## src/rtl/core/fenwick_range_add_range_sum_core_defines.svh

```systemverilog
// Assertion macros shared by the range-add / range-sum core files
`ifndef FENWICK_RANGE_ADD_RANGE_SUM_CORE_DEFINES_SVH
`define FENWICK_RANGE_ADD_RANGE_SUM_CORE_DEFINES_SVH

`ifndef ASSERT_OFF
// same-cycle implication, sampled on clk, off while rst_n is low
`define FRARS_ASSERT_IMP(lbl, ante, cons) \
    lbl: assert property (@(posedge clk) disable iff (!rst_n) (ante) |-> (cons)) \
        else $error("assertion failed");
// next-cycle implication
`define FRARS_ASSERT_NXT(lbl, ante, cons) \
    lbl: assert property (@(posedge clk) disable iff (!rst_n) (ante) |=> (cons)) \
        else $error("assertion failed");
`else
`define FRARS_ASSERT_IMP(lbl, ante, cons)
`define FRARS_ASSERT_NXT(lbl, ante, cons)
`endif

`endif

```

## src/rtl/core/frars_pkg.sv

```systemverilog
// Shared constants and types of the range-add / range-sum core
package frars_pkg;

    localparam int NUM_ELEMENTS = 1024;
    localparam int ADDR_W       = (NUM_ELEMENTS > 1) ? $clog2(NUM_ELEMENTS) : 1;
    localparam int NODE_W       = ADDR_W + 2;
    localparam int IDX_W        = 10;
    localparam int POS_W        = IDX_W + 1;
    localparam int VAL_W        = 32;
    localparam int RAM_W        = 2 * VAL_W;
    localparam int S_FIELD_W    = 2 * IDX_W + VAL_W;
    localparam int S_DATA_W     = ((S_FIELD_W + 7) / 8) * 8;
    localparam int M_DATA_W     = VAL_W;
    localparam int QUEUE_DEPTH  = 2;
    localparam int QPTR_W       = (QUEUE_DEPTH > 1) ? $clog2(QUEUE_DEPTH) : 1;
    localparam int QCNT_W       = $clog2(QUEUE_DEPTH + 1);

    localparam logic [31:0]       N_U    = 32'(NUM_ELEMENTS);
    localparam logic [NODE_W-1:0] NODE_N = NODE_W'(NUM_ELEMENTS);

    typedef enum logic {
        CMD_ADD = 1'b0,
        CMD_SUM = 1'b1
    } cmd_t;

    // one classified command: two point updates or two prefix walks
    typedef struct packed {
        cmd_t               cmd;
        logic [POS_W-1:0]   pos_a;
        logic [POS_W-1:0]   pos_b;
        logic               skip_a;
        logic               skip_b;
        logic [VAL_W-1:0]   amount;
    } cmd_ent_t;

    // tree memory port group; data word is {weighted, delta}
    typedef struct packed {
        logic               wr_en;
        logic [ADDR_W-1:0]  wr_addr;
        logic [RAM_W-1:0]   wr_data;
        logic               rd_en;
        logic [ADDR_W-1:0]  rd_addr;
    } ram_req_t;

endpackage

```

## src/rtl/core/frars_front.sv

```systemverilog
// Input stage: takes commands and turns them into point-update / prefix-walk pairs
module frars_front (
    input  logic                          clk,
    input  logic                          rst_n,
    input  logic                          s_tvalid,
    output logic                          s_tready,
    input  logic [frars_pkg::S_DATA_W-1:0] s_tdata,
    input  logic [0:0]                    s_tuser,
    input  logic                          clear_busy,
    output logic                          q_valid,
    input  logic                          q_ready,
    output frars_pkg::cmd_ent_t           q_data
);
    import frars_pkg::*;

    logic             ent_valid_reg;
    logic             ent_valid_next;
    cmd_ent_t         ent_reg;
    cmd_ent_t         ent_next;
    logic [IDX_W-1:0] left_idx;
    logic [IDX_W-1:0] right_idx;
    logic [VAL_W-1:0] value;
    logic [POS_W-1:0] right_inc;
    logic             accept;

    always_comb
    begin
        left_idx  = s_tdata[IDX_W-1:0];
        right_idx = s_tdata[2*IDX_W-1:IDX_W];
        value     = s_tdata[2*IDX_W+VAL_W-1:2*IDX_W];
        right_inc = {1'b0, right_idx} + POS_W'(1);

        s_tready = !clear_busy && (!ent_valid_reg || q_ready);
        accept   = s_tvalid && s_tready;

        ent_next       = ent_reg;
        ent_valid_next = ent_valid_reg;
        if (ent_valid_reg && q_ready)
        begin
            ent_valid_next = 1'b0;
        end
        if (accept)
        begin
            ent_valid_next = 1'b1;
            ent_next.cmd   = cmd_t'(s_tuser[0]);
            ent_next.amount = value;
            unique case (cmd_t'(s_tuser[0]))
                CMD_SUM:
                begin
                    // P(right+1) - P(left)
                    ent_next.pos_a  = right_inc;
                    ent_next.pos_b  = {1'b0, left_idx};
                    ent_next.skip_a = 1'b0;
                    ent_next.skip_b = 1'b0;
                end
                CMD_ADD:
                begin
                    // +v at left, -v at right+1; positions past the store do nothing
                    ent_next.pos_a  = {1'b0, left_idx};
                    ent_next.pos_b  = right_inc;
                    ent_next.skip_a = (32'(left_idx) >= N_U);
                    ent_next.skip_b = (32'(right_inc) >= N_U);
                end
                default:
                begin
                    ent_next = ent_reg;
                end
            endcase
        end
    end

    always_ff @(posedge clk or negedge rst_n)
    begin
        if (!rst_n)
        begin
            ent_valid_reg <= 1'b0;
        end
        else
        begin
            ent_valid_reg <= ent_valid_next;
        end
    end

    always_ff @(posedge clk)
    begin
        ent_reg <= ent_next;
    end

    assign q_valid = ent_valid_reg;
    assign q_data  = ent_reg;

endmodule

```

## config.mk

```make
export PLATFORM = sky130hd
export DESIGN_NAME = frars_front
export DESIGN_NICKNAME = d
export VERILOG_FILES = /design/src/rtl/core/fenwick_range_add_range_sum_core_defines.svh /design/src/rtl/core/frars_pkg.sv /design/src/rtl/core/frars_front.sv
export SDC_FILE = /design/constraint.sdc
export NUM_CORES = 1
export LEC_CHECK = 0
export BUFFER_PORTS_ARGS = -buffer_cell sky130_fd_sc_hd__buf_2
export CAP_MARGIN = 20
export CORE_ASPECT_RATIO = 1.75
export CORE_MARGIN = 3
export CORE_UTILIZATION = 47
export CTS_CLUSTER_DIAMETER = 200
export DETAILED_ROUTE_END_ITERATION = 8
export PLACE_DENSITY = 0.92
export SLEW_MARGIN = 20
export SYNTH_ARGS = -nofsm -noshare
export SYNTH_HDL_FRONTEND = slang
export SYNTH_SLANG_ARGS = --single-unit
```

## constraint.sdc

```tcl
create_clock -name clk -period 9.05 [get_ports clk]
set_clock_uncertainty 0.1 [all_clocks]
set_input_delay 1.3575 -clock clk [delete_from_list [all_inputs] [get_ports clk]]
set_output_delay 1.3575 -clock clk [all_outputs]
set_load 0.05 [all_outputs]
```

==> out/summary.txt <==
========================================================================================
Status                                                                      finished, final reports clean
Post-route ant nets                                                                    0
Portion of the clock cycle consumed by the worst path in the final layout         38.32%
WL final                                                                         4771 um
Total of cells resized after clock tree synthesis                                      0
Number of flops mapped to enable cells by yosys                                       55
Synth warn                                                                             0
Number of DRC markers after the initial detailed-route iteration                      28
Total of hold buffers inserted after clock tree synthesis                              0
Part of the total power dissipated in the clock network                            25.4%
Mapped cell area                                                               2125 um^2
Most frequent cell on the critical path                                     sky130_fd_sc_hd__buf_2
Max cap viols                                                                          0
Number of post-CTS setup repair buffers                                                0
Max stage delay on crit path                                                     0.26 ns
Fraction of the yosys area taken by sequential cells                              78.92%
Max Clk Rate                                                                   288.3 MHz
Setup-violating endpoint count in the final report                                     0
Area fraction of the dominant cell type after synthesis                           77.74%
Maximum root-to-sink buffer count                                                      2
Gp weighted congestion                                                            0.7172
Detailed route wirelength on metal2                                              2635 um
Cell leakage power                                                              1.189 nW
Maximum ir drop on the vdd rail                                                0.1436 mV
Hold Violations, Final                                                                 0
Largest delay contributor family on the critical path                       simple AND/OR/NAND/NOR gates
Layout net count                                                                     314
Min Clock Period, post-route                                                    3.468 ns
Total via count after detailed routing                                              1574
Width of the die                                                                56.83 um
Pwr Density                                                                 184.5 nW/um^2
Top routing layer in use                                                            met4
Crit path kind                                                                    in2out
Combinational cell fraction of total power                                         16.8%
Count of mapped cells out of synthesis                                               134
Total negative slack for setup checks                                               0 ns
Synth-to-Final Area Change                                                        33.33%
Arrival time of the worst setup path                                             2.01 ns
Mean number of vias per cell                                                       5.229
Standard cell core area                                                        4267 um^2
Num ports                                                                            121
Slew headroom                                                                     53.81%
Clock insertion delay at the later pin of the skew report                        0.29 ns
Finished layout cell area                                                      2833 um^2
Num CTS Buffers                                                                        5
Number of pins with negative max-slew slack in the final report                        0
Worst Setup End Kind                                                        primary output
Largest cells by area after synthesis                                       sky130_fd_sc_hd__edfxtp_1 78%, sky130_fd_sc_hd__nor2_1 3.0%, sky130_fd_sc_hd__a31oi_1 2.4%
Path class of the lowest-slack min-delay path                                    reg2reg
Detailed-route wire length per cell                                             15.85 um
Seq cells post-synth                                                                  56
Maximum fanout along the worst path                                                    3
H-tree lvl count                                                                       2
Master cell of the clock root buffer                                        sky130_fd_sc_hd__clkbuf_8
Length of routed met3 wiring                                                      450 um
Vertical die dimension                                                          94.94 um
Share of synthesized registers carrying an async set or reset                     1.786%
Overall track demand over capacity in global routing                              17.19%
Std-Cell Rows                                                                         31
Cell Chain, Critical Path                                                   buf_2 > nor2b_1 > nor2_1 > buf_2
Internal power consumption                                                   0.0003772 W
Synth Flop Type                                                             sky130_fd_sc_hd__edfxtp_1
Syn nets                                                                             197
Worst-Margin Slew                                                              0.6928 ns
Global-route wire length before repair                                           6962 um
1st-pass router iterations                                                             5
PortBufs                                                                             115
Synth area leader                                                           sky130_fd_sc_hd__edfxtp_1
Fraction of final layout cells with drive strength greater than 1                 51.59%
Overall overflow remaining after global route                                          0
Detail Placement HPWL                                                            3668 um
Netlist cell types                                                                    31
Effective utilization at floorplan                                                49.79%
Count of unresolved DRC violations after routing                                       0
CP bufs+invs                                                                           2
Pin count of the biggest net entering global routing                                  56
Clock net sink count                                                                  56
RSZ-0062 raised after global routing                                               false
Net switching share of the total power                                            27.80%
Number of global-route vias before repair                                           1547
CTS tree                                                                           built
Required time worst endpoint                                                     7.59 ns
Avg Cell Area, Syn                                                            15.85 um^2
Slowest CP cell                                                             sky130_fd_sc_hd__nor2b_1
Reported net switching power                                                 0.0001453 W
Routed metal-1 wire length                                                       1585 um
Antenna violations before repair                                                       0
Startpoint types                                                               input pin
Share of total power in sequential cells                                           57.8%
Die Outline Area                                                               5395 um^2
Antenna cells                                                                          0
Placed inst area                                                               2746 um^2
Clock-pin slew of the registers on the worst-case setup and hold paths           0.08 ns
========================================================================================
[logic make-up after synthesis]
group           after synthesis  synth area share [%]
simple gates                 40                 9.718
flops                        56                 78.92
xor+xnor                      3                 1.237
fa+ha+maj                     1                0.5888
other cells                   1                0.1765
compound gates               23                 6.537
mux                           2                 1.060
buf+inv                       8                 1.767
[area by class of cell]
type | instances | area [um^2]
Fill cell | 342 | 1434
Clock inverter | 2 | 13.76
Tap cell | 49 | 61.31
Multi-Input combinational cell | 70 | 417.9
Sequential cell | 56 | 1677
Clock buffer | 6 | 72.57
Inverter | 2 | 7.507
Timing Repair Buffer | 116 | 583.1
[layer usage]
layer  global-route usage [%]  vias up
met4                    6.770        0
li1                         -      749
met3                    7.661       10
met2                    32.43       78
met1                    15.58      737
met5                        0        -
[worst paths after layout]
path	startpoint	end	slack (ns)	cells past startpoint
min	q_valid$_DFFE_PN0P_	q_valid$_DFFE_PN0P_	0.63	2
min reg2reg	q_valid$_DFFE_PN0P_	q_valid$_DFFE_PN0P_	0.63	2
min in group asynchronous	rst_n	q_valid$_DFFE_PN0P_	0.72	1
max	q_ready	s_tready	5.58	4
max in group asynchronous	rst_n	q_valid$_DFFE_PN0P_	8.05	1
max reg2reg	q_valid$_DFFE_PN0P_	q_data[5]$_DFFE_PP_	7.36	3
[metrics by stage]
stage	power, W	utilization, %	hold WS [ns]	setup slack [ns]	std cells
floorplan	0.0003672	-	0.8354	4.671	134
global placement	0.0003930	64.37	0.6048	5.612	293
detailed placement	0.0003963	64.37	0.6190	5.575	293
CTS	0.0005277	66.39	0.6335	5.576	301
global route	0.0005420	66.39	0.6569	5.536	301
finish	0.0005225	66.39	0.6263	5.582	301
[synthesized netlist by cell type (3+ instances only)]
| cell type | number |
|---|---|
| sky130_fd_sc_hd__o21ai_0 | 5 |
| sky130_fd_sc_hd__a21oi_1 | 6 |
| sky130_fd_sc_hd__clkbuf_1 | 4 |
| sky130_fd_sc_hd__edfxtp_1 | 55 |
| sky130_fd_sc_hd__nand2_1 | 3 |
| sky130_fd_sc_hd__nand3_1 | 4 |
| sky130_fd_sc_hd__nor2_1 | 17 |
| sky130_fd_sc_hd__a31oi_1 | 8 |
| sky130_fd_sc_hd__nand4_1 | 3 |
[worst register-to-register path, cell delays in order (launching register included)]
cell                      delay (ns)
sky130_fd_sc_hd__dfrtp_1        0.38
sky130_fd_sc_hd__nor2b_1        0.17
sky130_fd_sc_hd__nor2_4         0.10
sky130_fd_sc_hd__buf_4          0.55
[layout by cell type (no fill, tap or decap), types with 2 or more instances in the layout]
master,n
sky130_fd_sc_hd__a21oi_1,6
sky130_fd_sc_hd__a31oi_1,8
sky130_fd_sc_hd__and3_1,2
sky130_fd_sc_hd__buf_2,115
sky130_fd_sc_hd__clkbuf_8,5
sky130_fd_sc_hd__edfxtp_1,55
sky130_fd_sc_hd__inv_1,2
sky130_fd_sc_hd__mux2_2,2
sky130_fd_sc_hd__nand2_1,3
sky130_fd_sc_hd__nand2b_1,2
sky130_fd_sc_hd__nand3_1,4
sky130_fd_sc_hd__nand4_1,3
sky130_fd_sc_hd__nor2_1,16
sky130_fd_sc_hd__o21ai_0,5
sky130_fd_sc_hd__or3_1,2
sky130_fd_sc_hd__xor2_1,2
[power groups by stage]
stage | clock (W) | sequential (W) | combinational, W
2_1_floorplan | 0 | 0.000348 | 0.0000195
3_3_place_gp | 0 | 0.000307 | 0.0000858
3_5_place_dp | 0 | 0.000308 | 0.0000884
4_1_cts | 0.000137 | 0.000302 | 0.0000885
5_1_grt | 0.000146 | 0.000303 | 0.0000932
6_report | 0.000133 | 0.000302 | 0.0000879
[registers in the layout, indices dropped and copies added (netlist names)]
register and cells:
q_valid 1, q_data 55
Note: power is estimated with default switching activity, not from simulation.
