### src/rtl/core/fenwick_range_add_range_sum_core_defines.svh
// Assertion macros shared by the range-add / range-sum core files
`ifndef FENWICK_RANGE_ADD_RANGE_SUM_CORE_DEFINES_SVH
`define FENWICK_RANGE_ADD_RANGE_SUM_CORE_DEFINES_SVH

`ifndef ASSERT_OFF
// same-cycle implication, sampled on clk, off while rst_n is low
`define FRARS_ASSERT_IMP(lbl, ante, cons) \
    lbl: assert property (@(posedge clk) disable iff (!rst_n) (ante) |-> (cons)) \
        else $error("assertion failed");
// next-cycle implication
`define FRARS_ASSERT_NXT(lbl, ante, cons) \
    lbl: assert property (@(posedge clk) disable iff (!rst_n) (ante) |=> (cons)) \
        else $error("assertion failed");
`else
`define FRARS_ASSERT_IMP(lbl, ante, cons)
`define FRARS_ASSERT_NXT(lbl, ante, cons)
`endif

`endif

### src/rtl/core/frars_pkg.sv
// Shared constants and types of the range-add / range-sum core
package frars_pkg;

    localparam int NUM_ELEMENTS = 1024;
    localparam int ADDR_W       = (NUM_ELEMENTS > 1) ? $clog2(NUM_ELEMENTS) : 1;
    localparam int NODE_W       = ADDR_W + 2;
    localparam int IDX_W        = 10;
    localparam int POS_W        = IDX_W + 1;
    localparam int VAL_W        = 32;
    localparam int RAM_W        = 2 * VAL_W;
    localparam int S_FIELD_W    = 2 * IDX_W + VAL_W;
    localparam int S_DATA_W     = ((S_FIELD_W + 7) / 8) * 8;
    localparam int M_DATA_W     = VAL_W;
    localparam int QUEUE_DEPTH  = 2;
    localparam int QPTR_W       = (QUEUE_DEPTH > 1) ? $clog2(QUEUE_DEPTH) : 1;
    localparam int QCNT_W       = $clog2(QUEUE_DEPTH + 1);

    localparam logic [31:0]       N_U    = 32'(NUM_ELEMENTS);
    localparam logic [NODE_W-1:0] NODE_N = NODE_W'(NUM_ELEMENTS);

    typedef enum logic {
        CMD_ADD = 1'b0,
        CMD_SUM = 1'b1
    } cmd_t;

    // one classified command: two point updates or two prefix walks
    typedef struct packed {
        cmd_t               cmd;
        logic [POS_W-1:0]   pos_a;
        logic [POS_W-1:0]   pos_b;
        logic               skip_a;
        logic               skip_b;
        logic [VAL_W-1:0]   amount;
    } cmd_ent_t;

    // tree memory port group; data word is {weighted, delta}
    typedef struct packed {
        logic               wr_en;
        logic [ADDR_W-1:0]  wr_addr;
        logic [RAM_W-1:0]   wr_data;
        logic               rd_en;
        logic [ADDR_W-1:0]  rd_addr;
    } ram_req_t;

endpackage

### src/rtl/core/frars_back.sv
// Tree engine: clearing pass, point-update and prefix-walk sequencing, result register
`include "fenwick_range_add_range_sum_core_defines.svh"

module frars_back (
    input  logic                          clk,
    input  logic                          rst_n,
    input  logic                          q_valid,
    output logic                          q_ready,
    input  frars_pkg::cmd_ent_t           q_data,
    output logic                          clear_busy,
    output frars_pkg::ram_req_t           ram,
    input  logic [frars_pkg::RAM_W-1:0]   ram_rd_data,
    output logic                          m_tvalid,
    input  logic                          m_tready,
    output logic [frars_pkg::M_DATA_W-1:0] m_tdata
);
    import frars_pkg::*;

    typedef enum logic [2:0] {
        ST_CLEAR,
        ST_IDLE,
        ST_SETUP,
        ST_WALK,
        ST_MUL,
        ST_SUM
    } state_t;

    state_t            state_reg,     state_next;
    cmd_ent_t          ent_reg,       ent_next;
    logic              second_reg,    second_next;
    logic [POS_W-1:0]  pos_reg,       pos_next;
    logic [VAL_W-1:0]  amt_reg,       amt_next;
    logic [VAL_W-1:0]  scaled_reg,    scaled_next;
    logic [NODE_W-1:0] node_reg,      node_next;
    logic              pend_reg,      pend_next;
    logic [ADDR_W-1:0] pend_addr_reg, pend_addr_next;
    logic [VAL_W-1:0]  s0_reg,        s0_next;
    logic [VAL_W-1:0]  s1_reg,        s1_next;
    logic [VAL_W-1:0]  prod_reg,      prod_next;
    logic [VAL_W-1:0]  p_first_reg,   p_first_next;
    logic              out_valid_reg, out_valid_next;
    logic [VAL_W-1:0]  out_data_reg,  out_data_next;
    logic [ADDR_W-1:0] clr_addr_reg,  clr_addr_next;

    logic              is_upd;
    logic [POS_W-1:0]  cur_pos;
    logic              cur_skip;
    logic [VAL_W-1:0]  cur_amt;
    logic [NODE_W-1:0] start_node;
    logic [NODE_W-1:0] low_bit;
    logic              issue;
    logic [VAL_W-1:0]  p_val;

    always_comb
    begin
        is_upd   = (ent_reg.cmd == CMD_ADD);
        cur_pos  = second_reg ? ent_reg.pos_b : ent_reg.pos_a;
        cur_skip = second_reg ? ent_reg.skip_b : ent_reg.skip_a;
        cur_amt  = second_reg ? (VAL_W'(0) - ent_reg.amount) : ent_reg.amount;
        // walk start is clipped to the store size; the multiplier keeps cur_pos
        start_node = ((32'(cur_pos) + 32'd1) > N_U) ? NODE_N
                                                     : NODE_W'(cur_pos) + NODE_W'(1);
        low_bit  = node_reg & (~node_reg + NODE_W'(1));
        issue    = (state_reg == ST_WALK) &&
                   (is_upd ? (node_reg <= NODE_N) : (node_reg != '0));
        p_val    = prod_reg - s1_reg;

        state_next     = state_reg;
        ent_next       = ent_reg;
        second_next    = second_reg;
        pos_next       = pos_reg;
        amt_next       = amt_reg;
        scaled_next    = scaled_reg;
        node_next      = node_reg;
        pend_next      = 1'b0;
        pend_addr_next = pend_addr_reg;
        s0_next        = s0_reg;
        s1_next        = s1_reg;
        prod_next      = prod_reg;
        p_first_next   = p_first_reg;
        out_valid_next = out_valid_reg;
        out_data_next  = out_data_reg;
        clr_addr_next  = clr_addr_reg;

        q_ready     = (state_reg == ST_IDLE);
        ram.wr_en   = 1'b0;
        ram.wr_addr = pend_addr_reg;
        ram.wr_data = {ram_rd_data[RAM_W-1:VAL_W] + scaled_reg,
                       ram_rd_data[VAL_W-1:0] + amt_reg};
        ram.rd_en   = issue;
        ram.rd_addr = ADDR_W'(node_reg - NODE_W'(1));

        if (out_valid_reg && m_tready)
        begin
            out_valid_next = 1'b0;
        end

        unique case (state_reg)
            ST_CLEAR:
            begin
                ram.wr_en     = 1'b1;
                ram.wr_addr   = clr_addr_reg;
                ram.wr_data   = '0;
                clr_addr_next = clr_addr_reg + 1'b1;
                if (clr_addr_reg == ADDR_W'(NUM_ELEMENTS - 1))
                begin
                    state_next = ST_IDLE;
                end
            end
            ST_IDLE:
            begin
                if (q_valid)
                begin
                    ent_next    = q_data;
                    second_next = 1'b0;
                    state_next  = ST_SETUP;
                end
            end
            ST_SETUP:
            begin
                if (is_upd && cur_skip)
                begin
                    second_next = 1'b1;
                    state_next  = second_reg ? ST_IDLE : ST_SETUP;
                end
                else
                begin
                    node_next   = start_node;
                    pos_next    = cur_pos;
                    amt_next    = cur_amt;
                    scaled_next = cur_amt * VAL_W'(cur_pos);
                    s0_next     = '0;
                    s1_next     = '0;
                    state_next  = ST_WALK;
                end
            end
            ST_WALK:
            begin
                // a read goes out every cycle; its data is used in the cycle after
                if (issue)
                begin
                    node_next      = is_upd ? node_reg + low_bit : node_reg - low_bit;
                    pend_next      = 1'b1;
                    pend_addr_next = ram.rd_addr;
                end
                if (pend_reg)
                begin
                    if (is_upd)
                    begin
                        ram.wr_en = 1'b1;
                    end
                    else
                    begin
                        s0_next = s0_reg + ram_rd_data[VAL_W-1:0];
                        s1_next = s1_reg + ram_rd_data[RAM_W-1:VAL_W];
                    end
                end
                if (!issue && !pend_reg)
                begin
                    if (is_upd)
                    begin
                        second_next = 1'b1;
                        state_next  = second_reg ? ST_IDLE : ST_SETUP;
                    end
                    else
                    begin
                        state_next = ST_MUL;
                    end
                end
            end
            ST_MUL:
            begin
                prod_next  = s0_reg * VAL_W'(pos_reg);
                state_next = ST_SUM;
            end
            ST_SUM:
            begin
                if (!second_reg)
                begin
                    p_first_next = p_val;
                    second_next  = 1'b1;
                    state_next   = ST_SETUP;
                end
                else if (!out_valid_reg || m_tready)
                begin
                    out_valid_next = 1'b1;
                    out_data_next  = p_first_reg - p_val;
                    state_next     = ST_IDLE;
                end
            end
            default:
            begin
                state_next = ST_IDLE;
            end
        endcase
    end

    always_ff @(posedge clk or negedge rst_n)
    begin
        if (!rst_n)
        begin
            state_reg     <= ST_CLEAR;
            ent_reg       <= '0;
            second_reg    <= 1'b0;
            pos_reg       <= '0;
            amt_reg       <= '0;
            scaled_reg    <= '0;
            node_reg      <= '0;
            pend_reg      <= 1'b0;
            pend_addr_reg <= '0;
            s0_reg        <= '0;
            s1_reg        <= '0;
            prod_reg      <= '0;
            p_first_reg   <= '0;
            out_valid_reg <= 1'b0;
            out_data_reg  <= '0;
            clr_addr_reg  <= '0;
        end
        else
        begin
            state_reg     <= state_next;
            ent_reg       <= ent_next;
            second_reg    <= second_next;
            pos_reg       <= pos_next;
            amt_reg       <= amt_next;
            scaled_reg    <= scaled_next;
            node_reg      <= node_next;
            pend_reg      <= pend_next;
            pend_addr_reg <= pend_addr_next;
            s0_reg        <= s0_next;
            s1_reg        <= s1_next;
            prod_reg      <= prod_next;
            p_first_reg   <= p_first_next;
            out_valid_reg <= out_valid_next;
            out_data_reg  <= out_data_next;
            clr_addr_reg  <= clr_addr_next;
        end
    end

    assign clear_busy = (state_reg == ST_CLEAR);
    assign m_tvalid   = out_valid_reg;
    assign m_tdata    = out_data_reg;

    `FRARS_ASSERT_IMP(a_no_rw_collide, (ram.wr_en && ram.rd_en), (ram.wr_addr != ram.rd_addr))
    `FRARS_ASSERT_IMP(a_clear_no_item, (state_reg == ST_CLEAR), (!q_ready && !out_valid_reg))
    `FRARS_ASSERT_IMP(a_result_from_sum, $rose(out_valid_reg), (($past(state_reg) == ST_SUM) && $past(second_reg)))

endmodule
### config.mk
export PLATFORM = sky130hd
export DESIGN_NAME = frars_back
export DESIGN_NICKNAME = d
export VERILOG_FILES = /design/src/rtl/core/frars_pkg.sv /design/src/rtl/core/frars_back.sv
export VERILOG_INCLUDE_DIRS = /design/src /design/src/rtl/core
export SDC_FILE = /design/constraint.sdc
export NUM_CORES = 2
export LEC_CHECK = 0
export BUFFER_PORTS_ARGS = -buffer_cell sky130_fd_sc_hd__clkbuf_2
export CAP_MARGIN = 20
export CORE_MARGIN = 1.5
export CORE_UTILIZATION = 60
export DETAILED_ROUTE_END_ITERATION = 6
export MAX_ROUTING_LAYER = met4
export PLACE_DENSITY = 0.81
export SLEW_MARGIN = 25
export SYNTH_ARGS = -nofsm -noshare
export SYNTH_HDL_FRONTEND = slang
export SYNTH_SLANG_ARGS = --single-unit
export TNS_END_PERCENT = 100
### constraint.sdc
create_clock -name clk -period 8.6 [get_ports clk]
set_input_delay 0.43 -clock clk [delete_from_list [all_inputs] [get_ports clk]]
set_output_delay 0.43 -clock clk [all_outputs]
set_load 0.1 [all_outputs]
==> flow_summary_export.csv <==
group,metric,value,unit
logic_synthesis,synth.net_count,5436,
clock_network,cts_tree,"built",
critical_path,crit_slowest_cell,"fa_1",
clock_network,cts_root_buffer,"clkbuf_16",
critical_path,crit_path_start_kind,"register",
layout,layout_commonest_cell,"nand2_1",
placement,placed_cells,5537,
routing,via_count,33300,
clock_network,cts_resized,0,
die,die-area,67800,µm²
layout,layout_common_cells,"nand2_1, inv_1, fa_1",
clock_network,clockBufferDepth,3,
logic_synthesis,ys_seq_area_share,20.8,%
clock_network,clk_pin_slew,0.06,ns
routing,via_per_inst,5.92,
timing,finalSetupViolations,0,
logic_synthesis,synth_area,39700,µm²
critical_path,crit_type,"reg2reg",
layout,design_area,43200,µm²
clock_network,cts_setup_buffers,0,
grt,grt.total_usage,32.9,%
die,row_count,94,
placement,io_buffers,245,
critical_path,cp_max_fo,12,
clock_network,cts_buffers,42,
logic_synthesis,synth_ff_type,"dfrtp_1",
timing,hold_violations,0,
logic_synthesis,synth_warnings,0,
layout,largest_register_ffs,57,
outcome,status,"finished clean",
timing,fmax,0.126,GHz
timing,fin_crit,7.93,ns
layout,final_nets,5588,
grt,gr-total-overflow,0,
die,ios,246,
critical_path,crit_arrival,8.36,ns
clock_network,htreeDepth,2,
layout,syn_to_final_growth,8.72,%
critical_path,endpoint_kind,"register",
routing,wirelength,108000,µm
routing,antenna_left,0,
timing,whs,0.0532,ns
flow_run,cap_violations,0,
placement,dp_hpwl,84300,µm
logic_synthesis,avgSynthCellArea,8.70,µm²
logic_synthesis,synth_cell_types,87,
logic_synthesis,syn_inst,4566,
die,core,65600,µm²
logic_synthesis,synth_seq_cells,330,
critical_path,critPathRequiredTime,9.04,ns
timing,rsz0062_at_grt,"no",
timing,maxSlewViolCount,0,
logic_synthesis,async_flop_share,100,%
timing,fin_setup_tns,0,ns
clock_network,clock_latency,0.62,ns
die,die_x,260,µm
routing,wl_per_cell,19.2,µm
grt,grt_max_degree,110,
critical_path,cpMostUsedCell,"fa_1",
timing,worstMarginPinSlew,1.03,ns
routing,drc,0,
die,die_y,260,µm
layout,stdcell_count,5617,
placement,placed_area,41700,µm²
clock_network,ctsHoldBuffers,1,
grt,grt_pass1_vias,32700,
clock_network,clock-sinks,330,
routing,drt_iter0_markers,2742,
critical_path,max_stage_delay,0.56,ns
timing,maxSlewHeadroom,31.1,%
routing,drt-pass1-iter-count,6,
grt,antenna_found_initial,2,
logic_synthesis,synth-edff-count,0,
min_path,worstHoldPathType,"in2reg",
layout,drive_above_1_share,9.98,%
grt,grt_first_pass_wirelength,171000,µm
timing,period_share,92.2,%
die,start_util,60.5,%
timing,finalClockSkew,0.0366,ns
placement,gp_congestion,0.971,
final timing paths:
path                             from         endpoint  slack [ns]  depth (start not counted)
max reg2reg                ent_reg[0]   scaled_reg[30]        0.67                         26
min reg2reg                m_tdata[1]       m_tdata[1]        0.47                          2
min in group asynchronous       rst_n  p_first_reg[11]        0.46                          2
max in group asynchronous       rst_n      ent_reg[25]        6.03                          4
min                        q_data[56]      ent_reg[56]        0.05                          3
max                        ent_reg[0]   scaled_reg[30]        0.67                         26
cells in the mapped netlist (19+ instances only):
master	number	area, µm²
nand2_1	812	3050
fa_1	444	8890
inv_1	444	1670
dfrtp_1	330	8260
nor2_1	321	1200
o21ai_0	311	1560
ha_1	301	3770
a21oi_1	184	921
xnor2_1	169	1480
clkbuf_1	165	619
xor2_1	150	1310
a21o_1	117	878
and2_1	109	682
mux2_2	60	676
nand3_1	50	250
nor3_1	46	230
nand2b_1	43	269
a211oi_1	34	255
nor2b_1	31	194
o21a_1	30	225
a31oi_1	29	181
o31ai_1	28	210
and3_1	27	169
o21bai_1	26	195
mux2i_1	19	190
stage by stage:
stage,utilization (%),setup slack [ns]
6_report,65.8,0.671
5_1_grt,65.8,0.173
4_1_cts,65.8,0.592
3_5_place_dp,63.5,0.647
3_3_place_gp,63.5,0.896
2_1_floorplan,-,0.949
cell type report:
class	instances	area [µm²]
diodes	4	10.0
repair buffers	292	1590
multi-input cells	3607	29100
clock inverters	23	335
clock buffers	52	1140
flip-flops and latches	330	8260
well taps	864	1080
inverters	445	1670
fillers	5423	22400
per-layer routing:
layer,global-route usage (%),vias up,wire (µm)
met5,-,-,0
met2,52.8,1333,50700
met3,5.67,288,8430
met4,13.4,0,4920
met1,41.6,16200,43700
li1,-,15400,-
kinds of logic after synthesis:
kind of cell	count (synthesis)	synth area share [%]
AND/OR/NAND/NOR	1555	17.3
flip-flops	330	20.8
AO/OA/AOI/OAI	902	14.4
buffers and inverters	629	6.14
XOR/XNOR	324	7.29
adder cells (fa/ha/maj)	745	31.9
multiplexers	81	2.25
worst max-delay path: cells and delay by family, from the launching register on:
family / cells / cell delay (ns)
adder cells (fa/ha/maj): 7 / 3.15
AND/OR/NAND/NOR: 3 / 0.61
buffers and inverters: 4 / 0.48
AO/OA/AOI/OAI: 10 / 2.59
XOR/XNOR: 2 / 0.52
flip-flops: 1 / 0.42
Power is not shown: default switching activity piles up to over one toggle a cycle in this logic, so the estimate is an artifact.
