`config.mk`:
```
export PLATFORM = sky130hd
export DESIGN_NAME = frars_queue
export DESIGN_NICKNAME = d
export VERILOG_FILES = /design/src/rtl/core/frars_pkg.sv /design/src/rtl/core/frars_queue.sv
export VERILOG_INCLUDE_DIRS = /design/src /design/src/rtl/core
export SDC_FILE = /design/constraint.sdc
export NUM_CORES = 1
export LEC_CHECK = 0
export BUFFER_PORTS_ARGS = -buffer_cell sky130_fd_sc_hd__buf_2
export CORE_MARGIN = 5
export CORE_UTILIZATION = 47
export CTS_CLUSTER_DIAMETER = 200
export DETAILED_ROUTE_END_ITERATION = 8
export GPL_TIMING_DRIVEN = 0
export PLACE_DENSITY = 0.82
export SYNTH_ARGS = -nofsm -noshare
export SYNTH_HDL_FRONTEND = slang
export SYNTH_SLANG_ARGS = --single-unit
```
`constraint.sdc`:
```
create_clock -name clk -period 3.9 [get_ports clk]
set_clock_uncertainty 0.15 [all_clocks]
set_input_delay 0.585 -clock clk [delete_from_list [all_inputs] [get_ports clk]]
set_output_delay 0.585 -clock clk [all_outputs]
set_load 0.005 [all_outputs]
```
`src/rtl/core/fenwick_range_add_range_sum_core_defines.svh`:
```
// Assertion macros shared by the range-add / range-sum core files
`ifndef FENWICK_RANGE_ADD_RANGE_SUM_CORE_DEFINES_SVH
`define FENWICK_RANGE_ADD_RANGE_SUM_CORE_DEFINES_SVH

`ifndef ASSERT_OFF
// same-cycle implication, sampled on clk, off while rst_n is low
`define FRARS_ASSERT_IMP(lbl, ante, cons) \
    lbl: assert property (@(posedge clk) disable iff (!rst_n) (ante) |-> (cons)) \
        else $error("assertion failed");
// next-cycle implication
`define FRARS_ASSERT_NXT(lbl, ante, cons) \
    lbl: assert property (@(posedge clk) disable iff (!rst_n) (ante) |=> (cons)) \
        else $error("assertion failed");
`else
`define FRARS_ASSERT_IMP(lbl, ante, cons)
`define FRARS_ASSERT_NXT(lbl, ante, cons)
`endif

`endif

```
`src/rtl/core/frars_pkg.sv`:
```
// Shared constants and types of the range-add / range-sum core
package frars_pkg;

    localparam int NUM_ELEMENTS = 1024;
    localparam int ADDR_W       = (NUM_ELEMENTS > 1) ? $clog2(NUM_ELEMENTS) : 1;
    localparam int NODE_W       = ADDR_W + 2;
    localparam int IDX_W        = 10;
    localparam int POS_W        = IDX_W + 1;
    localparam int VAL_W        = 32;
    localparam int RAM_W        = 2 * VAL_W;
    localparam int S_FIELD_W    = 2 * IDX_W + VAL_W;
    localparam int S_DATA_W     = ((S_FIELD_W + 7) / 8) * 8;
    localparam int M_DATA_W     = VAL_W;
    localparam int QUEUE_DEPTH  = 2;
    localparam int QPTR_W       = (QUEUE_DEPTH > 1) ? $clog2(QUEUE_DEPTH) : 1;
    localparam int QCNT_W       = $clog2(QUEUE_DEPTH + 1);

    localparam logic [31:0]       N_U    = 32'(NUM_ELEMENTS);
    localparam logic [NODE_W-1:0] NODE_N = NODE_W'(NUM_ELEMENTS);

    typedef enum logic {
        CMD_ADD = 1'b0,
        CMD_SUM = 1'b1
    } cmd_t;

    // one classified command: two point updates or two prefix walks
    typedef struct packed {
        cmd_t               cmd;
        logic [POS_W-1:0]   pos_a;
        logic [POS_W-1:0]   pos_b;
        logic               skip_a;
        logic               skip_b;
        logic [VAL_W-1:0]   amount;
    } cmd_ent_t;

    // tree memory port group; data word is {weighted, delta}
    typedef struct packed {
        logic               wr_en;
        logic [ADDR_W-1:0]  wr_addr;
        logic [RAM_W-1:0]   wr_data;
        logic               rd_en;
        logic [ADDR_W-1:0]  rd_addr;
    } ram_req_t;

endpackage

```
`src/rtl/core/frars_queue.sv`:
```
// Short command queue between the input stage and the tree engine
`include "fenwick_range_add_range_sum_core_defines.svh"

module frars_queue (
    input  logic                clk,
    input  logic                rst_n,
    input  logic                push_valid,
    output logic                push_ready,
    input  frars_pkg::cmd_ent_t push_data,
    output logic                pop_valid,
    input  logic                pop_ready,
    output frars_pkg::cmd_ent_t pop_data
);
    import frars_pkg::*;

    cmd_ent_t          slot_reg [QUEUE_DEPTH];
    logic [QPTR_W-1:0] wr_ptr_reg;
    logic [QPTR_W-1:0] wr_ptr_next;
    logic [QPTR_W-1:0] rd_ptr_reg;
    logic [QPTR_W-1:0] rd_ptr_next;
    logic [QCNT_W-1:0] count_reg;
    logic [QCNT_W-1:0] count_next;
    logic              push;
    logic              pop;

    always_comb
    begin
        push_ready = (count_reg != QCNT_W'(QUEUE_DEPTH));
        pop_valid  = (count_reg != '0);
        push       = push_valid && push_ready;
        pop        = pop_valid && pop_ready;
        pop_data   = slot_reg[rd_ptr_reg];

        wr_ptr_next = wr_ptr_reg;
        rd_ptr_next = rd_ptr_reg;
        if (push)
        begin
            wr_ptr_next = (wr_ptr_reg == QPTR_W'(QUEUE_DEPTH - 1)) ? '0 : wr_ptr_reg + 1'b1;
        end
        if (pop)
        begin
            rd_ptr_next = (rd_ptr_reg == QPTR_W'(QUEUE_DEPTH - 1)) ? '0 : rd_ptr_reg + 1'b1;
        end

        count_next = count_reg;
        if (push && !pop)
        begin
            count_next = count_reg + 1'b1;
        end
        else if (pop && !push)
        begin
            count_next = count_reg - 1'b1;
        end
    end

    always_ff @(posedge clk or negedge rst_n)
    begin
        if (!rst_n)
        begin
            wr_ptr_reg <= '0;
            rd_ptr_reg <= '0;
            count_reg  <= '0;
        end
        else
        begin
            wr_ptr_reg <= wr_ptr_next;
            rd_ptr_reg <= rd_ptr_next;
            count_reg  <= count_next;
        end
    end

    always_ff @(posedge clk)
    begin
        if (push)
        begin
            slot_reg[wr_ptr_reg] <= push_data;
        end
    end

    `FRARS_ASSERT_NXT(a_q_count_up, (push && !pop), (count_reg == $past(count_reg) + 1'b1))

endmodule

```
==> flow_results.org, run 1 <==
** Critical path
- Traced cell by cell, the critical path runs through buf_6 -> buf_6 -> mux2_4 -> buf_2.
- Critical path type :: flop to primary output
- At the worst endpoint, the arrival time is roughly 1.7 ns.
- Max Fanout on Critical Path :: 10
- Most frequent CP cell :: sky130_fd_sc_hd__buf_6
- Startpoint type of the worst setup path :: flop
- Cell type of the slowest stage on the worst timing path :: sky130_fd_sc_hd__dfrtp_1
- The largest single stage delay on the critical path is between 0.3 and 0.4 ns.
- Crit end category :: primary output
- At the worst endpoint, the required time is 3.16 ns.

** Finish
- Flip-flop count of the largest register, all copies and words added :: 114
- In the final design database the tool counted 398 nets.
- Sequential standard cell area :: 3520 um2
- Cells with a size suffix above 1 make up 62.0% of the layout.
- Ant. Diodes :: 0
- Summing all multi-input logic gate instances after layout gives just over 800 um2.
- Compared with the post-synthesis result, the final layout area differs by 29.7%.
- Fill cells in the final layout number approximately 650.

** Synthesis
- Top cell type by total area after synthesis :: sky130_fd_sc_hd__edfxtp_1
- Sequential cells were found to cover between 80% and 90% of the synthesized design area.
- After synthesis, the netlist uses 15 different library cells.
- Summing every instance area after synthesis gives about 4400 um2.
- Ranking of synthesized cells by area :: sky130_fd_sc_hd__edfxtp_1, sky130_fd_sc_hd__mux2_2, sky130_fd_sc_hd__mux2_4
- The Yosys step of the flow raised 0 warnings.
- In this run the mean area of a mapped cell was ~22 um2.
- Summed over its instances, the top area cell type makes up between 70% and 80% of the synthesized netlist area.
- Post-Synthesis Cells :: 195
- Synthesized net count :: between 200 and 300
- The synthesized design contains 118 register bits.

** STA
- Setup repair after global routing left no endpoint under its margin.
- Hold WS :: about 0.13 ns
- The final count of pins violating max slew was 0.
- Counting I/O delays and the setup requirement, the final critical path takes 2.44 ns.
- The final count of hold timing violations came to 0.
- Setup violations remaining at the end of the flow were counted as 0.
- Share of the clock period used by the worst path :: between 60% and 70%
- Actual slew at the worst max-slew pin :: around 0.86 ns
- Measured against its own limit, the worst slew margin works out to between 40% and 50%.
- Setup Total Neg Slack :: 0 ns
- Timing would allow up to just over 0.4 GHz.

** Global routing
- For this run the aggregate overflow at the end of global routing stands at 0.
- The number of global-route vias before repair came to 2537.
- Total global-route track usage :: between 10% and 20%
- The number of antenna violations at the first check in global routing is 0.
- Pin count of the biggest net entering global routing :: 31
- First-pass GRT wire length :: between 10 and 15 mm

** Clocking
- In this run the deepest clock path goes through 2 buffers.
- Library cell used as clock root buffer :: sky130_fd_sc_hd__clkbuf_8
- TritonCTS built the clock tree.
- Number of buffers created by CTS :: 17
- After clock tree synthesis, the repair step resized 0 gates.
- The clock net in this run drives a total of roughly 120 sinks.
- Clock insertion delay at the later pin of the skew report :: 0.49 ns
- Once the clock tree was built, the setup fixing pass inserted 0 buffers.
- Level count of the clock H-tree :: 4
- Clock edge transition at the registers on the reported setup and hold paths :: roughly 0.050 ns

** Drt
- Once detail routing completed, the nets flagged for antenna violations numbered 0.
- Total number of vias :: approximately 2200
- Wire length after detailed routing :: ~7.7 mm
- In the routed design, unresolved DRC markers number 0.
- Detailed Routing Iterations Pass 1 :: 4
- After detailed routing, the average wire length per cell comes to 16.8 um.
- Number of DRC markers in iteration 0 :: 64
- After detailed routing, the number of vias per cell comes to ~5.

** Floorplan
- In this run the horizontal extent of the chip is around 110 um.
- Die area :: approximately 11000 um2
- Initial core utilization :: a little under half
- After floorplanning, the core was sized to cover ~9000 um2.
- The floorplan has 35 rows.
- 120 I/O pins were placed.
- Overall die height :: 107 um

** Power and ir drop
- LEAKAGE :: ~2.2 nW
- Power per Cell Area :: between 700 and 800 nW/um2
- VDD IR max :: 0.682 mV

** Placed design
- Buffers on Ports :: about 120
- Last weighted congestion value of the routability-driven placer :: approximately 0.68
- Sum of net half-perimeters after detailed placement :: ~5.3 mm

** Run status
- Status :: complete, no violations

** Hold path
- In this run the worst hold path is classified as input pin to flop.

** Run
- The tool flagged a number of max-cap violations equal to 0.
## layout make-up
| cell class | instances | share of cell area [%] |
|---|---|---|
| buffer | 6 | 0.858 |
| clock buffer | 19 | 7.42 |
| clock inverter | 11 | 1.54 |
| inverter | 1 | 0.0660 |
| multi-input combinational | 70 | 14.3 |
| sequential | 118 | 62.0 |
| tap | 111 | 2.44 |
| timing repair buffer | 122 | 11.4 |
## worst max-delay path: cells and delay by family, from the launching register on
family                 cells  cell delay (ns)
buffers and inverters      3             0.51
flip-flops                 1             0.38
multiplexers               1             0.32
## path summary, 6_finish.rpt
path | end | cells after the start | slack (ns) | start
setup / recovery | pop_data[25] | 4 | 1.46 | rd_ptr_reg$_DFFE_PN0P_
hold / removal | slot_reg[0][13]$_DFFE_PP_ | 1 | 0.13 | push_data[13]
setup reg to reg | slot_reg[0][18]$_DFFE_PP_ | 4 | 1.70 | count_reg[0]$_DFFE_PN0P_
hold reg to reg | count_reg[1]$_DFFE_PN0P_ | 1 | 0.36 | count_reg[1]$_DFFE_PN0P_
max in group asynchronous | count_reg[1]$_DFFE_PN0P_ | 2 | 3.20 | rst_n
min in group asynchronous | wr_ptr_reg$_DFFE_PN0P_ | 2 | 0.28 | rst_n
## cells in the mapped netlist (all sizes together)
cell type,instances
edfxtp,114
mux2,57
buf,6
dfrtp,4
xnor2,3
nand2,2
nor2,2
xor2,2
and3,1
ha,1
inv,1
nand2b,1
or2,1
## per-layer routing
layer	part of all wire, %	track usage (%)	up-vias
li1	-	-	1049
met1	38	15.6	1099
met2	54	24.6	83
met3	7.4	5.72	4
met4	0.63	4.93	0
met5	0	0	-
## cells in the final DEF, fill, tap and decap left out, types with 2 or more instances in the layout
cell type                    Yosys  routed
sky130_fd_sc_hd__xor2_1          2       2
sky130_fd_sc_hd__nand2_1         2       2
sky130_fd_sc_hd__buf_12          0       2
sky130_fd_sc_hd__buf_6           3       3
sky130_fd_sc_hd__clkinvlp_4      0       3
sky130_fd_sc_hd__clkbuf_16       0      16
sky130_fd_sc_hd__mux2_4         20      20
sky130_fd_sc_hd__clkbuf_1        0       2
sky130_fd_sc_hd__buf_2           3     122
sky130_fd_sc_hd__dfrtp_1         4       4
sky130_fd_sc_hd__edfxtp_1      114     114
sky130_fd_sc_hd__xnor2_1         3       3
sky130_fd_sc_hd__clkinv_2        0       7
sky130_fd_sc_hd__mux2_2         37      37
## timing repair
| action | 4_1_cts | 5_1_grt |
|---|---|---|
| hold endpoints to repair | 4 | 0 |
| endpoints found under the setup margin | 0 | 0 |
| hold buffers | 1 | 0 |
## logic make-up after synthesis
group                      synth area share, %
xor gates and xnor gates                 0.999
adders and majority gates                0.285
buffers and inverters                     1.20
DFF                                       80.4
muxes                                     16.4
and+or+nand+nor                          0.771
## report_power, final
part / total (mW) / switching, mW / internal [mW]
Clock: 1.32 / 0.495 / 0.825
Sequential: 1.82 / 0.0805 / 1.74
Combinational: 1.20 / 0.559 / 0.637
## per-stage QoR
step | std cells | utilization (%) | cell area (um2) | power, mW | setup WS (ns)
3_3_place_gp | 425 | 55.9 | 5120 | 3.02 | -1.08
5_1_grt | 458 | 62.1 | 5690 | 4.57 | 1.36
4_1_cts | 458 | 62.1 | 5690 | 4.40 | 1.41
6_report | 458 | 62.1 | 5690 | 4.33 | 1.46
2_1_floorplan | 195 | - | 4380 | 2.58 | 0.217
3_5_place_dp | 427 | 56.4 | 5170 | 3.07 | 1.61
Power figures use the tool's default switching activity.
==> inputs of run 2 (changes only) <==
- CORE_UTILIZATION: 47 -> 52
- PLACE_DENSITY: 0.82 -> 0.85
- clock period: 3.9 -> 2.45 ns (I/O delays scaled with it)
==> flow_results.org, run 2 (synthesis gave the netlist of run 1 again) <==
** Global routing
- The overall fraction of global-route tracks in use was 17.3% (+3.1 points).
- Number of antenna violations at the first check in global routing :: 0 (unchanged)
- The pin count of the biggest net entering global routing was 58 (+87%).
- The first-pass GRT wire length is 13.2 mm (+9.2%).
- Via count of the first global-routing pass :: 2760 (+8.8%)
- The leftover overflow at the end of global routing was 0 (unchanged).

** Finish
- Most common cell after layout, fill and taps aside :: sky130_fd_sc_hd__buf_2
- The share of cells above drive strength 1 was 52.5% (-9.5 points).
- Compared with the post-synthesis result, the final layout area differs by 43.8%.
- Filler instances :: 462 (-29%)
- Flip-flop count of the largest register, all copies and words added :: 114 (unchanged)
- The diode insertion count for antenna repair came to 0 (unchanged).
- The layout net count was 455 (+14%).
- Layout Utilization :: 76.7% (+15 points)
- Commonest cells after routing, fill and taps aside :: sky130_fd_sc_hd__buf_2, sky130_fd_sc_hd__edfxtp_1, sky130_fd_sc_hd__dlygate4sd3_1, sky130_fd_sc_hd__mux2_2, sky130_fd_sc_hd__mux2_4

** Placed design
- The placer's final routability congestion estimate came to 0.711 (+4.0%).
- Buffers on Ports :: 119 (unchanged)
- The HPWL after detailed placement came to 5.09 mm (-3.3%).
- The worst-case setup slack after placement was 0.140 ns (-1.47 ns).

** Drt
- The residual antenna-violating net count after detailed routing is 0 (unchanged).
- The iteration-0 DRC count of the detailed router is 100 (+56%).
- The average detailed-routed wire length per instance is 16.9 um (+1.0%).
- The length of the first detailed-routing pass in iterations came to 4 (unchanged).
- Total number of vias :: 2486 (+11%)
- The post-route DRC violation count came to 0 (unchanged).
- Via count normalized by instance count :: 4.88 (about the same)
- Wire length after detailed routing :: 8.62 mm (+12%)

** Critical path
- Crit end category :: flop
- The required arrival time at the worst endpoint is 2.39 ns (-0.77 ns).
- Cell type of the slowest stage on the worst timing path :: sky130_fd_sc_hd__and3_2
- The critical path in this run is classified as flop to flop.
- The maximum fanout encountered on the critical timing path was 57 (+47).
- The data arrival time of the critical path is 2.23 ns (+0.53 ns).
- Worst stage delay on the critical path :: 1.11 ns (+0.73 ns)
- The worst setup path is launched from a flop.
- Cells traversed along the worst timing path :: nand2b_1 -> and3_2
- The buffers plus inverters on the worst setup path was 0 (-3).
- Category of cells accounting for the largest share of critical-path delay :: simple AND/OR/NAND/NOR gates

** Power and ir drop
- Share of total power consumed by net switching :: 25.7% (-0.51 points)
- Fraction of power consumed by combinational cells :: 27.8% (+0.2 points)
- The clock power share is 31.9% (+1.5 points).
- The standby leakage power came to 2.49 nW (+11%).
- Power per Cell Area :: 1150 nW/um2 (+50%)
- The part of the total power dissipated in sequential elements came to 40.3% (-1.7 points).
- The maximum vdd drop was 0.931 mV (+36%).
- The total power was 7.22 mW (+67%).
- The cell-internal power is 5.37 mW (+68%).
- The switching power of the nets was 1.85 mW (+63%).

** Hold path
- The tightest min-delay check is of the input pin to flop type.

** Clocking
- The cell sitting at the root of the clock tree is a sky130_fd_sc_hd__clkbuf_8.
- Deepest clock path buffer count :: 2 (unchanged)
- Clock tree from TritonCTS :: built
- # resized after CTS :: 0 (unchanged)
- The number of buffers created by CTS came to 17 (unchanged).
- The later-pin clock latency in the skew report was 0.49 ns (about the same).
- The clock transition at the registers of the reported paths came to 0.05 ns (about the same).
- Clock sink total :: 118 (unchanged)
- Post-CTS Setup Repair Bufs :: 0 (unchanged)
- The number of buffers added to fix hold violations after cts was 58 (+57).
- The count of H-tree levels built during CTS is 4 (unchanged).

** STA
- Based on the critical path, the design can be clocked at up to approximately 0.44 GHz.
- Number of hold violations in the final report :: 0 (unchanged)
- The final count of pins violating max slew was 0 (unchanged).
- Final worst setup slack :: 0.163 ns (-1.30 ns)
- Setup repair after global routing left no endpoint under its margin.
- The pin slew with the least headroom to its limit is 1.34 ns (+0.485 ns).
- The worst path uses between 90% and 100% of the clock period.
- The final count of negative-setup-slack endpoints was 0 (unchanged).
- The worst path needs ~2.3 ns of the cycle, external delays included.
- The normalized max-slew margin is 10.7% (-32 points).
- Setup Total Neg Slack :: 0 ns (unchanged)

** Floorplan
- Die area :: 10400 um2 (-8.7%)
- Initial core utilization :: 53.3% (+5.5 points)
- The width of the die is 102 um (-4.5%).
- The number of ports placed on the die boundary was 120 (unchanged).
- The y dimension of the die is 102 um (-4.5%).
- The site row count came to 33 (-5.7%).
- The core outline area came to 8220 um2 (-10%).

** Run status
- Status :: complete, no violations

** Run
- Number of maximum-capacitance constraint violations :: 0 (unchanged)
run 2: cell types whose count changed in the layout (fill, tap and decap cells not counted):
cell,change
sky130_fd_sc_hd__clkinv_2,-5
sky130_fd_sc_hd__buf_12,-1
sky130_fd_sc_hd__dlygate4sd3_1,+57
sky130_fd_sc_hd__bufinv_16,+2
sky130_fd_sc_hd__clkbuf_1,-1
sky130_fd_sc_hd__clkinv_1,+4
sky130_fd_sc_hd__buf_16,+1
run 2: worst min-delay path, cell delays in order:
cell and delay [ns]:
sky130_fd_sc_hd__buf_2 0.10, sky130_fd_sc_hd__nand2_1 0.10, sky130_fd_sc_hd__xnor2_1 0.07
run 2: path summary, 6_finish.rpt:
path                                     startpoint                         to  cells after the start  slack, ns
min                                       pop_ready     rd_ptr_reg$_DFFE_PN0P_                      3       0.05
max                        count_reg[0]$_DFFE_PN0P_  slot_reg[1][13]$_DFFE_PP_                      2       0.16
min reg2reg                count_reg[1]$_DFFE_PN0P_   count_reg[1]$_DFFE_PN0P_                      1       0.37
min in group asynchronous                     rst_n   count_reg[0]$_DFFE_PN0P_                      2       0.07
max reg2reg                count_reg[0]$_DFFE_PN0P_  slot_reg[1][13]$_DFFE_PP_                      2       0.16
max in group asynchronous                     rst_n     rd_ptr_reg$_DFFE_PN0P_                      2       1.96
run 2: final cells by class:
type / count / area [um2] / share of cell area, %
repair buffers: 179 / 1220 / 19.4
clock buffers: 18 / 418 / 6.63
flip-flops and latches: 118 / 3520 / 55.9
multi-input cells: 70 / 816 / 12.9
well taps: 105 / 131 / 2.08
clock inverters: 12 / 138 / 2.18
inverters: 1 / 3.75 / 0.0596
plain buffers: 6 / 48.8 / 0.774
run 2: per-stage QoR:
step | hold slack, ns | instances | area (um2)
final | 0.0458 | 509 | 6300
after global routing | 0.0440 | 509 | 6300
after CTS | 0.0340 | 509 | 6300
after detailed placement | 0.0296 | 421 | 5170
after global placement | 0.0249 | 419 | 5120
after floorplan | -0.0781 | 195 | 4390
run 2: metal layers:
| layer | up-vias | track usage, % | routed length, um |
|---|---|---|---|
| met5 | - | 0 | 0 |
| li1 | 1164 | - | - |
| met2 | 93 | 31.8 | 4730 |
| met1 | 1221 | 18.9 | 3300 |
| met3 | 8 | 4.85 | 493 |
| met4 | 0 | 6.46 | 91 |
run 2: power by group through the flow:
| stage | Clock (mW) | Sequential (mW) | Combinational, mW |
|---|---|---|---|
| 3_3_place_gp | 0 | 2.92 | 1.86 |
| 4_1_cts | 2.33 | 2.91 | 2.03 |
| 3_5_place_dp | 0 | 2.94 | 1.95 |
| 2_1_floorplan | 0 | 2.90 | 1.20 |
| 6_report | 2.30 | 2.91 | 2.01 |
| 5_1_grt | 2.44 | 2.95 | 2.18 |
==> inputs of run 3 (changes only) <==
- RECOVER_POWER: unset -> 25
- REMOVE_ABC_BUFFERS: unset -> 1
==> flow_results.org, run 3 (synthesis gave the netlist of run 1 again) <==
** Run status
- Status :: complete, no violations

** Finish
- The utilization after layout is 77.2% (+0.52 points).
- Flip-flop count of the largest register, all copies and words added :: 114 (unchanged)
- Synthesis-to-layout area growth :: 44.8%
- The post-route cell area came to 6340 um2 (+0.68%).
- # nets final :: 455 (unchanged)
- The fill cell total of the finished layout came to 482 (+4.3%).
- Sequential standard cell area :: 3530 um2 (+0.11%)
- Ant. Diodes :: 0 (unchanged)
- Multi-input gate area in the final layout :: 816 um2 (unchanged)
- Leaving out fill and tap cells, the most frequent cell in the layout is sky130_fd_sc_hd__edfxtp_1.
- The top cell types in the final layout, fill and taps aside, are sky130_fd_sc_hd__edfxtp_1, sky130_fd_sc_hd__buf_2, sky130_fd_sc_hd__dlygate4sd3_1, sky130_fd_sc_hd__mux2_2, sky130_fd_sc_hd__clkbuf_1.
- The share of cells above drive strength 1 is 46.8% (-5.7 points).

** STA
- The top achievable clock speed was 0.444 GHz (+1.4%).
- The final count of hold timing violations came to 0 (unchanged).
- Final setup viols :: 0 (unchanged)
- Share of the clock period used by the worst path :: 92.0% (-1.3 points)
- The hold slack was 0.112 ns (+0.0664 ns).
- The post-layout minimum cycle time came to 2.25 ns (-0.0325 ns).
- The pin slew with the least headroom to its limit is 0.834 ns (-0.505 ns).
- The normalized max-slew margin is 44.2% (+34 points).
- Total count of max-transition violations in the final report :: 0 (unchanged)
- Final worst setup slack :: 0.195 ns (+0.0325 ns)
- Setup repair after global routing left no endpoint under its margin.

** Floorplan
- The y dimension of the die is 102 um (unchanged).
- I/O pin count :: 120 (unchanged)
- The core outline area was 8220 um2 (unchanged).
- Chip Width :: 102 um (unchanged)
- The die outline area is 10400 um2 (unchanged).
- The site row count came to 33 (unchanged).
- The effective utilization at floorplan is 53.3% (unchanged).

** Placed design
- The placer's final routability congestion estimate came to 0.661 (-7.0%).
- Post-placement cell area :: 5110 um2 (-1.0%)
- Buffers on Ports :: 119 (unchanged)
- Pre-CTS worst setup slack :: 0.269 ns (+0.129 ns)
- Sum of net half-perimeters after detailed placement :: 5.04 mm (-1.1%)

** Run
- Number of maximum-capacitance constraint violations :: 0 (unchanged)

** Critical path
- On the critical path, the stage with the largest delay is an instance of sky130_fd_sc_hd__dfrtp_4.
- Critical path type :: flop to primary output
- The maximum fanout encountered on the critical timing path was 29 (-49%).
- The data arrival time of the critical path was 1.74 ns (-0.49 ns).
- The required arrival time at the worst endpoint is 1.93 ns (-0.46 ns).
- Crit end category :: primary output
- The delay of the slowest cell on the worst path is 0.48 ns (-0.63 ns).
- Broken down by cell family, the worst path's largest delay share belongs to flip-flops.
- Cells traversed along the worst timing path :: buf_12 -> mux2_2 -> buf_2
- Startpoint type of the worst setup path :: flop
- The buffers plus inverters on the worst setup path was 2 (+2).

** Drt
- Routed signal wires occupy layers up through met4.
- Number of DRC markers in iteration 0 :: 82 (-18%)
- The met2 wire length was 5.02 mm (+6.0%).
- Detailed Routing Iterations Pass 1 :: 4 (unchanged)
- Met3 routed wirelength :: 474 um (-3.9%)
- Average wire per cell in the routed design :: 17.9 um (+5.5%)
- DRC Markers :: 0 (unchanged)
- Post-DRT Antenna Nets :: 0 (unchanged)
- The detailed-route wire length is 9.13 mm (+5.9%).
- The routed length on met1 is 3.48 mm (+5.6%).
- Total number of vias :: 2494 (+0.32%)
- Via count normalized by instance count :: 4.88 (about the same)

** Global routing
- Total global-route track usage :: 18.4% (+1.2 points)
- The leftover overflow at the end of global routing is 0 (unchanged).
- First-pass GRT wire length :: 13.9 mm (+4.8%)
- The pin count of the biggest net entering global routing was 32 (-45%).
- The number of antenna violations at the first check in global routing came to 0 (unchanged).
- Via count of the first global-routing pass :: 2796 (+1.3%)

** Clocking
- Library cell used as clock root buffer :: sky130_fd_sc_hd__clkbuf_8
- # resized after CTS :: 0 (unchanged)
- Clock sink total :: 118 (unchanged)
- Level count of the clock H-tree :: 4 (unchanged)
- The clock transition at the registers of the reported paths was 0.06 ns (about the same).
- Number of buffers created by CTS :: 17 (unchanged)
- Clock insertion delay at the later pin of the skew report :: 0.49 ns (about the same)
- Deepest clock path buffer count :: 2 (unchanged)
- Clock tree from TritonCTS :: built

** Hold path
- Path type of the worst min-delay path :: input pin to async pin

** Power and ir drop
- VDD IR max :: 1.08 mV (+16%)
- LEAKAGE :: 2.44 nW (-1.9%)
- The total power per unit cell area is 1180 nW/um2 (+2.6%).
## run 3: power breakdown
group / internal (mW) / switching (mW)
combinational: 1.11 / 0.947
clock: 1.64 / 0.827
sequential: 2.77 / 0.155
## run 3: worst paths after layout
check | start | end | slack, ns | cells past startpoint
max | rd_ptr_reg$_DFFE_PN0P_ | pop_data[48] | 0.20 | 3
min | rst_n | rd_ptr_reg$_DFFE_PN0P_ | 0.11 | 2
max reg2reg | count_reg[0]$_DFFE_PN0P_ | slot_reg[0][13]$_DFFE_PP_ | 0.27 | 4
min reg2reg | count_reg[1]$_DFFE_PN0P_ | count_reg[1]$_DFFE_PN0P_ | 0.36 | 1
max in group asynchronous | rst_n | rd_ptr_reg$_DFFE_PN0P_ | 1.82 | 2
min in group clk | push_valid | wr_ptr_reg$_DFFE_PN0P_ | 0.14 | 3
## run 3: worst reg2reg max path, cell delays in order, from the launching register on
cell and delay, ns:
sky130_fd_sc_hd__dfrtp_1 0.42, sky130_fd_sc_hd__nand2b_1 0.17, sky130_fd_sc_hd__nand2_1 0.15, sky130_fd_sc_hd__nor2_4 0.67
sky130_fd_sc_hd__buf_12 0.30
## run 3: timing repair
action,4_1_cts,5_1_grt
hold endpoints to repair,119,0
hold buffers,59,0
endpoints found under the setup margin,57,8
setup buffers,2,3
pin swaps,0,0
## run 3: routing by layer
layer | vias to the layer above | track usage (%)
met5 | - | 0
met3 | 13 | 5.39
met4 | 0 | 7.27
met2 | 85 | 33.8
li1 | 1167 | -
met1 | 1229 | 20.0
## run 3: cell type report
class | count | area share (%)
clock buffer | 19 | 6.65
clock inverter | 13 | 2.86
inverter | 1 | 0.0592
multi-input combinational | 70 | 12.9
sequential | 118 | 55.6
tap | 105 | 2.07
timing repair buffer | 185 | 19.9
## run 3: stage by stage
| stage | power (mW) | setup TNS [ns] | instances |
|---|---|---|---|
| final | 7.46 | 0 | 511 |
| after global routing | 7.79 | 0 | 511 |
| after CTS | 7.49 | 0 | 508 |
| after detailed placement | 4.82 | 0 | 415 |
| after global placement | 4.81 | -238.68 | 413 |
| after floorplan | 4.09 | -84.08 | 189 |
